==> src/hw/rtl/ipbf_pkg.sv <==
package ipbf_pkg;

  localparam int MAX_RULES_DEF = 16;
  localparam int RULE_W        = 96;

  localparam int ETH_LEN    = 14;
  localparam int IP_MIN_END = 34;
  localparam int TCP_LEN    = 20;
  localparam int UDP_LEN    = 8;

  localparam logic [7:0] PROTO_TCP = 8'd6;
  localparam logic [7:0] PROTO_UDP = 8'd17;

  localparam logic [1:0] VERDICT_ACCEPT = 2'd0;
  localparam logic [1:0] VERDICT_RULE   = 2'd1;
  localparam logic [1:0] VERDICT_TRUNC  = 2'd2;
  localparam logic [1:0] VERDICT_PROTO  = 2'd3;

  localparam logic ACTION_BYTE  = 1'b0;
  localparam logic ACTION_WRITE = 1'b1;

  typedef struct packed {
    logic        action;
    logic [7:0]  frame_byte;
    logic        frame_last;
    logic [3:0]  entry_index;
    logic [31:0] entry_src_addr;
    logic [31:0] entry_dst_addr;
    logic [15:0] entry_src_port;
    logic [15:0] entry_dst_port;
  } in_item_t;

  typedef struct packed {
    logic        accept;
    logic [1:0]  verdict_code;
    logic [31:0] seen_src_addr;
    logic [31:0] seen_dst_addr;
    logic [15:0] seen_src_port;
    logic [15:0] seen_dst_port;
  } out_item_t;

  // controller to datapath
  typedef struct packed {
    logic take;   // input item accepted this cycle
    logic rd;     // read rule entry at walk index
    logic adv;    // advance walk index
    logic hit;    // mark verdict as matched rule
  } cmd_t;

  // datapath to controller
  typedef struct packed {
    logic need_walk;   // last byte parses clean and rules are loaded
    logic hit;         // rule read data matches the frame
    logic last_entry;  // walk index is the final rule
  } stat_t;

endpackage

==> src/hw/rtl/ipv4_port_blacklist_filter.sv <==
// Channel   Ports                          Moves
// --------  -----------------------------  --------------------------------------
// input     in_valid, in_stall, in_data    frame byte or blacklist entry write
// result    out_valid, out_stall, out_data verdict and parsed fields, one a frame
// config    cfg_wr_en, cfg_wr_data         rule_count register
//
// A frame byte that is not last, and an entry write, leave the block ready: a
// new item is accepted every cycle until a last byte is taken.
// A last byte is parsed as it is taken; then each rule entry compared is read
// and checked (rule RAM with registered read; the walk stops at the first hit);
// then the result sits in the result register, held while out_stall is high.
// Input is stalled from the last byte until its result is taken.
// Reset clears rule_count and the frame state; the rule table is not cleared
// and an entry is undefined until written.
module ipv4_port_blacklist_filter #(
  parameter int MAX_RULES = ipbf_pkg::MAX_RULES_DEF
) (
  input  logic                clk,
  input  logic                rst_n,
  // input items
  input  logic                in_valid,
  output logic                in_stall,
  input  ipbf_pkg::in_item_t  in_data,
  // result items
  output logic                out_valid,
  input  logic                out_stall,
  output ipbf_pkg::out_item_t out_data,
  // configuration
  input  logic                cfg_wr_en,
  input  logic [4:0]          cfg_wr_data
);

  ipbf_pkg::cmd_t  cmd;
  ipbf_pkg::stat_t stat;

  // sequence the parse, the rule walk and the result handoff
  ipbf_ctrl u_ctrl (
    .clk       (clk),
    .rst_n     (rst_n),
    .in_valid  (in_valid),
    .in_data   (in_data),
    .in_stall  (in_stall),
    .out_valid (out_valid),
    .out_stall (out_stall),
    .stat      (stat),
    .cmd       (cmd)
  );

  // hold header fields, rule table and result register
  ipbf_dp #(
    .MAX_RULES (MAX_RULES)
  ) u_dp (
    .clk         (clk),
    .rst_n       (rst_n),
    .cfg_wr_en   (cfg_wr_en),
    .cfg_wr_data (cfg_wr_data),
    .in_data     (in_data),
    .cmd         (cmd),
    .stat        (stat),
    .out_data    (out_data)
  );

endmodule

==> src/hw/rtl/ipbf_ram.sv <==
module ipbf_ram #(
  parameter int WIDTH = ipbf_pkg::RULE_W,
  parameter int DEPTH = ipbf_pkg::MAX_RULES_DEF
) (
  input  logic                                  clk,
  input  logic                                  wr_en,
  input  logic [((DEPTH > 1) ? $clog2(DEPTH) : 1)-1:0] wr_addr,
  input  logic [WIDTH-1:0]                      wr_data,
  input  logic                                  rd_en,
  input  logic [((DEPTH > 1) ? $clog2(DEPTH) : 1)-1:0] rd_addr,
  output logic [WIDTH-1:0]                      rd_data
);

  logic [WIDTH-1:0] mem [DEPTH];

  always_ff @(posedge clk) begin
    if (wr_en) begin
      mem[wr_addr] <= wr_data;
    end
    if (rd_en) begin
      rd_data <= mem[rd_addr];
    end
  end

endmodule

==> src/hw/rtl/ipbf_ctrl.sv <==
module ipbf_ctrl (
  input  logic              clk,
  input  logic              rst_n,
  input  logic              in_valid,
  input  ipbf_pkg::in_item_t in_data,
  output logic              in_stall,
  output logic              out_valid,
  input  logic              out_stall,
  input  ipbf_pkg::stat_t   stat,
  output ipbf_pkg::cmd_t    cmd
);

  typedef enum logic [3:0] {
    ST_IDLE = 4'b0001,
    ST_READ = 4'b0010,
    ST_CMP  = 4'b0100,
    ST_SEND = 4'b1000
  } state_t;

  state_t state_r, state_nxt;
  logic   take_last;

  assign in_stall  = (state_r != ST_IDLE);
  assign out_valid = (state_r == ST_SEND);
  assign take_last = in_valid && (state_r == ST_IDLE) &&
                     (in_data.action == ipbf_pkg::ACTION_BYTE) && in_data.frame_last;

  always_comb begin
    state_nxt = state_r;
    cmd       = '0;
    cmd.take  = in_valid && (state_r == ST_IDLE);
    unique case (state_r)
      ST_IDLE: begin
        if (take_last) begin
          state_nxt = stat.need_walk ? ST_READ : ST_SEND;
        end
      end
      ST_READ: begin
        cmd.rd    = 1'b1;
        state_nxt = ST_CMP;
      end
      ST_CMP: begin
        if (stat.hit) begin
          cmd.hit   = 1'b1;
          state_nxt = ST_SEND;
        end else begin
          cmd.adv   = 1'b1;
          state_nxt = stat.last_entry ? ST_SEND : ST_READ;
        end
      end
      ST_SEND: begin
        if (!out_stall) begin
          state_nxt = ST_IDLE;
        end
      end
      default: state_nxt = ST_IDLE;
    endcase
  end

  always_ff @(posedge clk) begin
    if (!rst_n) begin
      state_r <= ST_IDLE;
    end else begin
      state_r <= state_nxt;
    end
  end

endmodule

==> src/hw/rtl/ipbf_dp.sv <==
module ipbf_dp #(
  parameter int MAX_RULES = ipbf_pkg::MAX_RULES_DEF
) (
  input  logic                clk,
  input  logic                rst_n,
  input  logic                cfg_wr_en,
  input  logic [4:0]          cfg_wr_data,
  input  ipbf_pkg::in_item_t  in_data,
  input  ipbf_pkg::cmd_t      cmd,
  output ipbf_pkg::stat_t     stat,
  output ipbf_pkg::out_item_t out_data
);

  localparam int CW = $clog2(MAX_RULES + 1);
  localparam int AW = (MAX_RULES > 1) ? $clog2(MAX_RULES) : 1;
  localparam int NW = (CW > 5) ? CW : 5;

  logic [4:0]    rule_count_r;
  logic [15:0]   byte_offset_r;
  logic [3:0]    header_words_r, header_words_nxt;
  logic [7:0]    proto_r, proto_nxt;
  logic [31:0]   src_addr_r, src_addr_nxt;
  logic [31:0]   dst_addr_r, dst_addr_nxt;
  logic [15:0]   sport_r, sport_nxt;
  logic [15:0]   dport_r, dport_nxt;
  logic [CW-1:0] idx_r;
  logic [CW-1:0] num_rules;

  ipbf_pkg::out_item_t out_r, out_nxt;

  logic [7:0]  b;
  logic [15:0] off;
  logic [6:0]  tpos;
  logic [15:0] tpos16;
  logic [16:0] len, tpos17;
  logic [1:0]  verdict;
  logic        shown;
  logic        is_byte, is_write, slot_ok;
  logic [ipbf_pkg::RULE_W-1:0] wr_word, rd_word;

  // clamp rule count to table depth
  always_comb begin
    if (NW'(rule_count_r) > NW'(MAX_RULES)) begin
      num_rules = CW'(MAX_RULES);
    end else begin
      num_rules = CW'(rule_count_r);
    end
  end

  assign b        = in_data.frame_byte;
  assign off      = byte_offset_r;
  assign is_byte  = cmd.take && (in_data.action == ipbf_pkg::ACTION_BYTE);
  assign is_write = cmd.take && (in_data.action == ipbf_pkg::ACTION_WRITE);
  assign slot_ok  = (9'(in_data.entry_index) < 9'(MAX_RULES));

  // field capture; IHL taken at this byte applies to this byte already
  always_comb begin
    header_words_nxt = (off == 16'(ipbf_pkg::ETH_LEN)) ? b[3:0] : header_words_r;
    proto_nxt        = (off == 16'(ipbf_pkg::ETH_LEN + 9)) ? b : proto_r;
    src_addr_nxt     = (off >= 16'd26 && off <= 16'd29) ? {src_addr_r[23:0], b}
                                                        : src_addr_r;
    dst_addr_nxt     = (off >= 16'd30 && off <= 16'd33) ? {dst_addr_r[23:0], b}
                                                        : dst_addr_r;
    tpos   = 7'(ipbf_pkg::ETH_LEN) + {1'b0, header_words_nxt, 2'b00};
    tpos16 = 16'(tpos);
    tpos17 = 17'(tpos);
    sport_nxt = (off == tpos16 || off == tpos16 + 16'd1) ? {sport_r[7:0], b}
                                                         : sport_r;
    dport_nxt = (off == tpos16 + 16'd2 || off == tpos16 + 16'd3)
                ? {dport_r[7:0], b} : dport_r;
    len = {1'b0, off} + 17'd1;
  end

  // length and protocol checks, in order
  always_comb begin
    if (len < 17'(ipbf_pkg::IP_MIN_END) || len < tpos17) begin
      verdict = ipbf_pkg::VERDICT_TRUNC;
    end else if (proto_nxt == ipbf_pkg::PROTO_TCP) begin
      verdict = (len < tpos17 + 17'(ipbf_pkg::TCP_LEN)) ? ipbf_pkg::VERDICT_TRUNC
                                                        : ipbf_pkg::VERDICT_ACCEPT;
    end else if (proto_nxt == ipbf_pkg::PROTO_UDP) begin
      verdict = (len < tpos17 + 17'(ipbf_pkg::UDP_LEN)) ? ipbf_pkg::VERDICT_TRUNC
                                                        : ipbf_pkg::VERDICT_ACCEPT;
    end else begin
      verdict = ipbf_pkg::VERDICT_PROTO;
    end
    shown = (verdict == ipbf_pkg::VERDICT_ACCEPT);
    out_nxt.accept        = shown;
    out_nxt.verdict_code  = verdict;
    out_nxt.seen_src_addr = shown ? src_addr_nxt : '0;
    out_nxt.seen_dst_addr = shown ? dst_addr_nxt : '0;
    out_nxt.seen_src_port = shown ? sport_nxt : '0;
    out_nxt.seen_dst_port = shown ? dport_nxt : '0;
  end

  always_ff @(posedge clk) begin
    if (!rst_n) begin
      rule_count_r   <= '0;
      byte_offset_r  <= '0;
      header_words_r <= '0;
      proto_r        <= '0;
      src_addr_r     <= '0;
      dst_addr_r     <= '0;
      sport_r        <= '0;
      dport_r        <= '0;
      idx_r          <= '0;
    end else begin
      if (cfg_wr_en) begin
        rule_count_r <= cfg_wr_data;
      end
      if (is_byte) begin
        if (in_data.frame_last) begin
          byte_offset_r  <= '0;
          header_words_r <= '0;
          proto_r        <= '0;
          src_addr_r     <= '0;
          dst_addr_r     <= '0;
          sport_r        <= '0;
          dport_r        <= '0;
          idx_r          <= '0;
        end else begin
          if (byte_offset_r != 16'hFFFF) begin
            byte_offset_r <= byte_offset_r + 16'd1;
          end
          header_words_r <= header_words_nxt;
          proto_r        <= proto_nxt;
          src_addr_r     <= src_addr_nxt;
          dst_addr_r     <= dst_addr_nxt;
          sport_r        <= sport_nxt;
          dport_r        <= dport_nxt;
        end
      end else if (cmd.adv) begin
        idx_r <= idx_r + CW'(1);
      end
    end
  end

  // result register; no reset needed
  always_ff @(posedge clk) begin
    if (is_byte && in_data.frame_last) begin
      out_r <= out_nxt;
    end else if (cmd.hit) begin
      out_r.accept       <= 1'b0;
      out_r.verdict_code <= ipbf_pkg::VERDICT_RULE;
    end
  end

  assign wr_word = {in_data.entry_src_addr, in_data.entry_dst_addr,
                    in_data.entry_src_port, in_data.entry_dst_port};

  ipbf_ram #(
    .WIDTH (ipbf_pkg::RULE_W),
    .DEPTH (MAX_RULES)
  ) u_rules (
    .clk     (clk),
    .wr_en   (is_write && slot_ok),
    .wr_addr (AW'(in_data.entry_index)),
    .wr_data (wr_word),
    .rd_en   (cmd.rd),
    .rd_addr (idx_r[AW-1:0]),
    .rd_data (rd_word)
  );

  assign stat.need_walk  = (verdict == ipbf_pkg::VERDICT_ACCEPT) && (num_rules != '0);
  assign stat.hit        = (rd_word == {out_r.seen_src_addr, out_r.seen_dst_addr,
                                        out_r.seen_src_port, out_r.seen_dst_port});
  assign stat.last_entry = ((idx_r + CW'(1)) == num_rules);

  assign out_data = out_r;

endmodule

==> config.mk <==
export PLATFORM = sky130hd
export DESIGN_NAME = ipv4_port_blacklist_filter
export DESIGN_NICKNAME = d
export VERILOG_FILES = /design/src/hw/rtl/ipbf_pkg.sv /design/src/hw/rtl/ipv4_port_blacklist_filter.sv /design/src/hw/rtl/ipbf_ram.sv /design/src/hw/rtl/ipbf_ctrl.sv /design/src/hw/rtl/ipbf_dp.sv
export SDC_FILE = /design/constraint.sdc
export NUM_CORES = 2
export LEC_CHECK = 0
export ABC_CLOCK_PERIOD_IN_PS = 15800
export BUFFER_PORTS_ARGS = -buffer_cell sky130_fd_sc_hd__buf_4
export CORE_ASPECT_RATIO = 1.5
export CORE_MARGIN = 5
export CORE_UTILIZATION = 45
export CTS_BUF_LIST = sky130_fd_sc_hd__clkbuf_2
export CTS_CLUSTER_SIZE = 40
export DETAILED_ROUTE_END_ITERATION = 10
export HOLD_SLACK_MARGIN = 0.03
export SYNTH_ARGS = -nofsm -noshare
export SYNTH_HDL_FRONTEND = slang
export SYNTH_SLANG_ARGS = --single-unit
==> constraint.sdc <==
create_clock -name clk -period 15.8 [get_ports clk]
set_input_delay 3.16 -clock clk [delete_from_list [all_inputs] [get_ports clk]]
set_output_delay 3.16 -clock clk [all_outputs]
set_load 0.02 [all_outputs]
==> results.toml <==
[global_route]
grt_use_met2_pct = 36.2
grtUsageTotal_pct = 22.4
grt_pass1_vias = 39400
antenna_found_initial = 25
grt_pass1_wl_um = 275000
grt.busiest_layer = "met2"
grt_max_degree = 140
grtUsageMet1_pct = 30.5
overflow = 0
use_met3_pct = 5.75

[power]
p_sw_share_pct = 23.3
peakVddDrop_mv = 0.0825
p_per_area_nw_per_um2 = 106
comb_power_share_pct = 2.4
clockPowerShare_pct = 34.1
power.switching_mw = 2.00
leakagePower_nw = 24.9
pwr-share-seq_pct = 63.5
p_int_mw = 6.59

[sta]
fin_setup_tns_ps = 0
fin_skew_ps = 155
final-setup-viol-count = 0
fin_crit_sh_pct = 41.5
worst_slew_pin_slew_ps = 1360
fmax_ghz = 0.153
maxSlewHeadroom_pct = 9.51
hold_violations = 0
min_period_ps = 6550
slew_viol_final = 0
rsz0062_at_grt = "false"

[clocking]
max-clock-path-buffers = 4
cts_sinks = 1869
htree_levels = 5
path_clk_slew_ps = 110
cts_root_buf = "clkbuf_2"
cts_tree = "built"
cts_resized = 0
hold_buffers = 0
clk_latency_ps = 1780
cts_setup_buffers = 0
cts_buffers = 431

[worst_hold_path]
hold_path_depth = 2
hp-class = "reg2reg"

[synthesis]
syn-cell-area_um2 = 72800
ys.flop_type = "edfxtp_1"
synth_common_cells = "edfxtp_1, mux4_2, clkbuf_1, dfxtp_1, nand2_1"
postSynthAreaPerCell_um2 = 20.6
synth.distinct_cells = 73
synth-edff-count = 1731
async_flop_share_pct = 0
ys_seq_area_share_pct = 75.2
synth_top_area_share_pct = 71.4
synth_seq_cells = 1869
synth.net_count = 3683
synthTopCellsByArea = "edfxtp_1, mux4_2, dfxtp_1"
syn_inst = 3538
yosysWarningCount = 0
synth_top_area_cell = "edfxtp_1"
yosysMostFrequentCell = "edfxtp_1"

[route]
totalWireLength_um = 191000
ant_nets = 0
firstDrtPassIters = 5
num_vias = 37700
wire_per_inst_um = 29.5
drt_first_iter_violations = 3714
viasPerCell = 5.81
drc = 0

[placed_design]
gp_congestion = 0.842
io_buffers = 220
dpl_cell_area_um2 = 77100
dp_cells = 5720
dp_hpwl_um = 106000

[worst_setup_path]
worst-r2r-cell-count = 18
crit_chain = "or3_4 > or4b_1 > nor2_4 > mux2i_1 > ha_1 > xnor2_1 > inv_1 > ha_1 > xor2_1 > ha_1 > o21a_1 > o21ai_0 > a21oi_1 > or3_1 > a31o_2 > nand2_4 > buf_4 > nor2_1"
slowest_stage = "or4b_1"
path_common_cell = "ha_1"
cp_max_fo = 65
max_stage_delay_ps = 820
cp.required_ps = 17240
worst-path-buf-inv = 2
start_kind = "flop"
critPathTopFamily = "simple AND/OR/NAND/NOR gates"
crit_arrival_ps = 7990
crit_type = "reg2reg"
cp.depth = 18
end_kind = "flop"

[cells_and_area]
fin_nets = 4205
area_growth_syn_to_layout_pct = 11.0
design_area_um2 = 80800
finalNonFillerCells = 6487
drive_gt1_share_pct = 33.5

[die]
boundaryPins = 221
die_w_um = 338
start_util_pct = 45.4
dieArea_um2 = 170000
core_um2 = 161000
rows = 180
fp.dieH_um = 503

[flow_run]
cap_viol_max_count = 0

[outcome]
status = "finished clean"
layer usage:
layer | vias to the layer above | wire length [µm]
li1 | 15900 | -
met1 | 19900 | 77900
met2 | 1610 | 93200
met3 | 257 | 15800
met4 | 22 | 4310
met5 | - | 156
layout make-up:
class | instances | area, µm²
antenna | 16 | 40.0
clock buffer | 639 | 3200
clock inverter | 112 | 485
fill | 13200 | 79800
inverter | 16 | 62.6
multi-input combinational | 1459 | 17400
sequential | 1869 | 54800
tap | 2093 | 2620
timing repair buffer | 283 | 2250
worst paths after layout:
check                                      start                         endpoint  slack, ps
max          u_dp.byte_offset_r[10]$_SDFFE_PN0P_  u_dp.out_data[50]$_SDFFCE_PP0P_       9250
min reg2reg         u_dp.dport_r[9]$_SDFFE_PN0P_     u_dp.dport_r[9]$_SDFFE_PN0P_        480
max reg2reg  u_dp.byte_offset_r[10]$_SDFFE_PN0P_  u_dp.out_data[50]$_SDFFCE_PP0P_       9250
min                 u_dp.dport_r[9]$_SDFFE_PN0P_     u_dp.dport_r[9]$_SDFFE_PN0P_        480
power groups by stage:
stage / registers (mW) / clock network, mW / logic [mW]
finish: 5.45 / 2.92 / 0.205
global route: 5.46 / 3.29 / 0.219
CTS: 5.45 / 3.03 / 0.207
global placement: 5.57 / 0 / 0.201
floorplan: 5.57 / 0 / 0.0594
detailed placement: 5.57 / 0 / 0.207
flip-flops by register name, summed over array words and instances, names as in the netlist:
register	count
u_dp.idx_r	5
u_dp.header_words_r	4
u_ctrl.state_r	4
u_dp.dport_r	16
u_dp.proto_r	8
u_dp.rule_count_r	5
u_dp.sport_r	16
u_dp.u_rules.mem	1536
u_dp.byte_offset_r	16
u_dp.u_rules.rd_data	96
u_dp.src_addr_r	32
u_dp.dst_addr_r	32
u_dp.out_data	99
worst register-to-register path: cells and delay by family, from the launching register on:
| family | cells | cell delay (ps) |
|---|---|---|
| compound gates | 4 | 640 |
| xor+xnor | 2 | 460 |
| fa+ha+maj | 3 | 1010 |
| buf+inv | 2 | 800 |
| flops | 1 | 380 |
| mux | 1 | 530 |
| simple gates | 6 | 2410 |
through the flow:
| stage | power, mW | hold slack (ps) | util, % | setup slack [ps] |
|---|---|---|---|---|
| 2_1_floorplan | 5.63 | 445 | - | 4970 |
| 3_3_place_gp | 5.77 | 458 | 48.0 | 7960 |
| 3_5_place_dp | 5.77 | 458 | 48.0 | 7900 |
| 4_1_cts | 8.69 | 479 | 50.3 | 9110 |
| 5_1_grt | 8.97 | 503 | 50.3 | 8960 |
| 6_report | 8.58 | 476 | 50.3 | 9250 |
cells in the final DEF, fill, tap and decap left out, drive strengths merged, types with 10 or more instances in the layout:
master / count
mux4: 480
edfxtp: 1731
and3: 11
nor2b: 97
nand4: 28
diode: 16
o21a: 10
buf: 283
nor4: 13
o21ai: 68
ha: 25
nor2: 93
inv: 19
xnor2: 106
a21oi: 60
dfxtp: 138
nand3: 39
a22oi: 76
nor3: 20
mux2i: 59
a21boi: 21
or3: 10
xor2: 11
and2: 12
nand2: 126
clkbuf: 639
clkinv: 106
kinds of logic (layout without fill, tap and decap cells):
group	Yosys count	in the layout	synth area share [%]
AO/OA/AOI/OAI	289	289	2.67
XOR/XNOR	118	118	1.44
adder cells (fa/ha/maj)	25	25	0.429
buffers and inverters	210	1050	1.16
flip-flops	1869	1869	75.2
multiplexers	540	540	15.7
other	0	16	0
AND/OR/NAND/NOR	487	487	3.48
(Power assumes the default switching activity.)
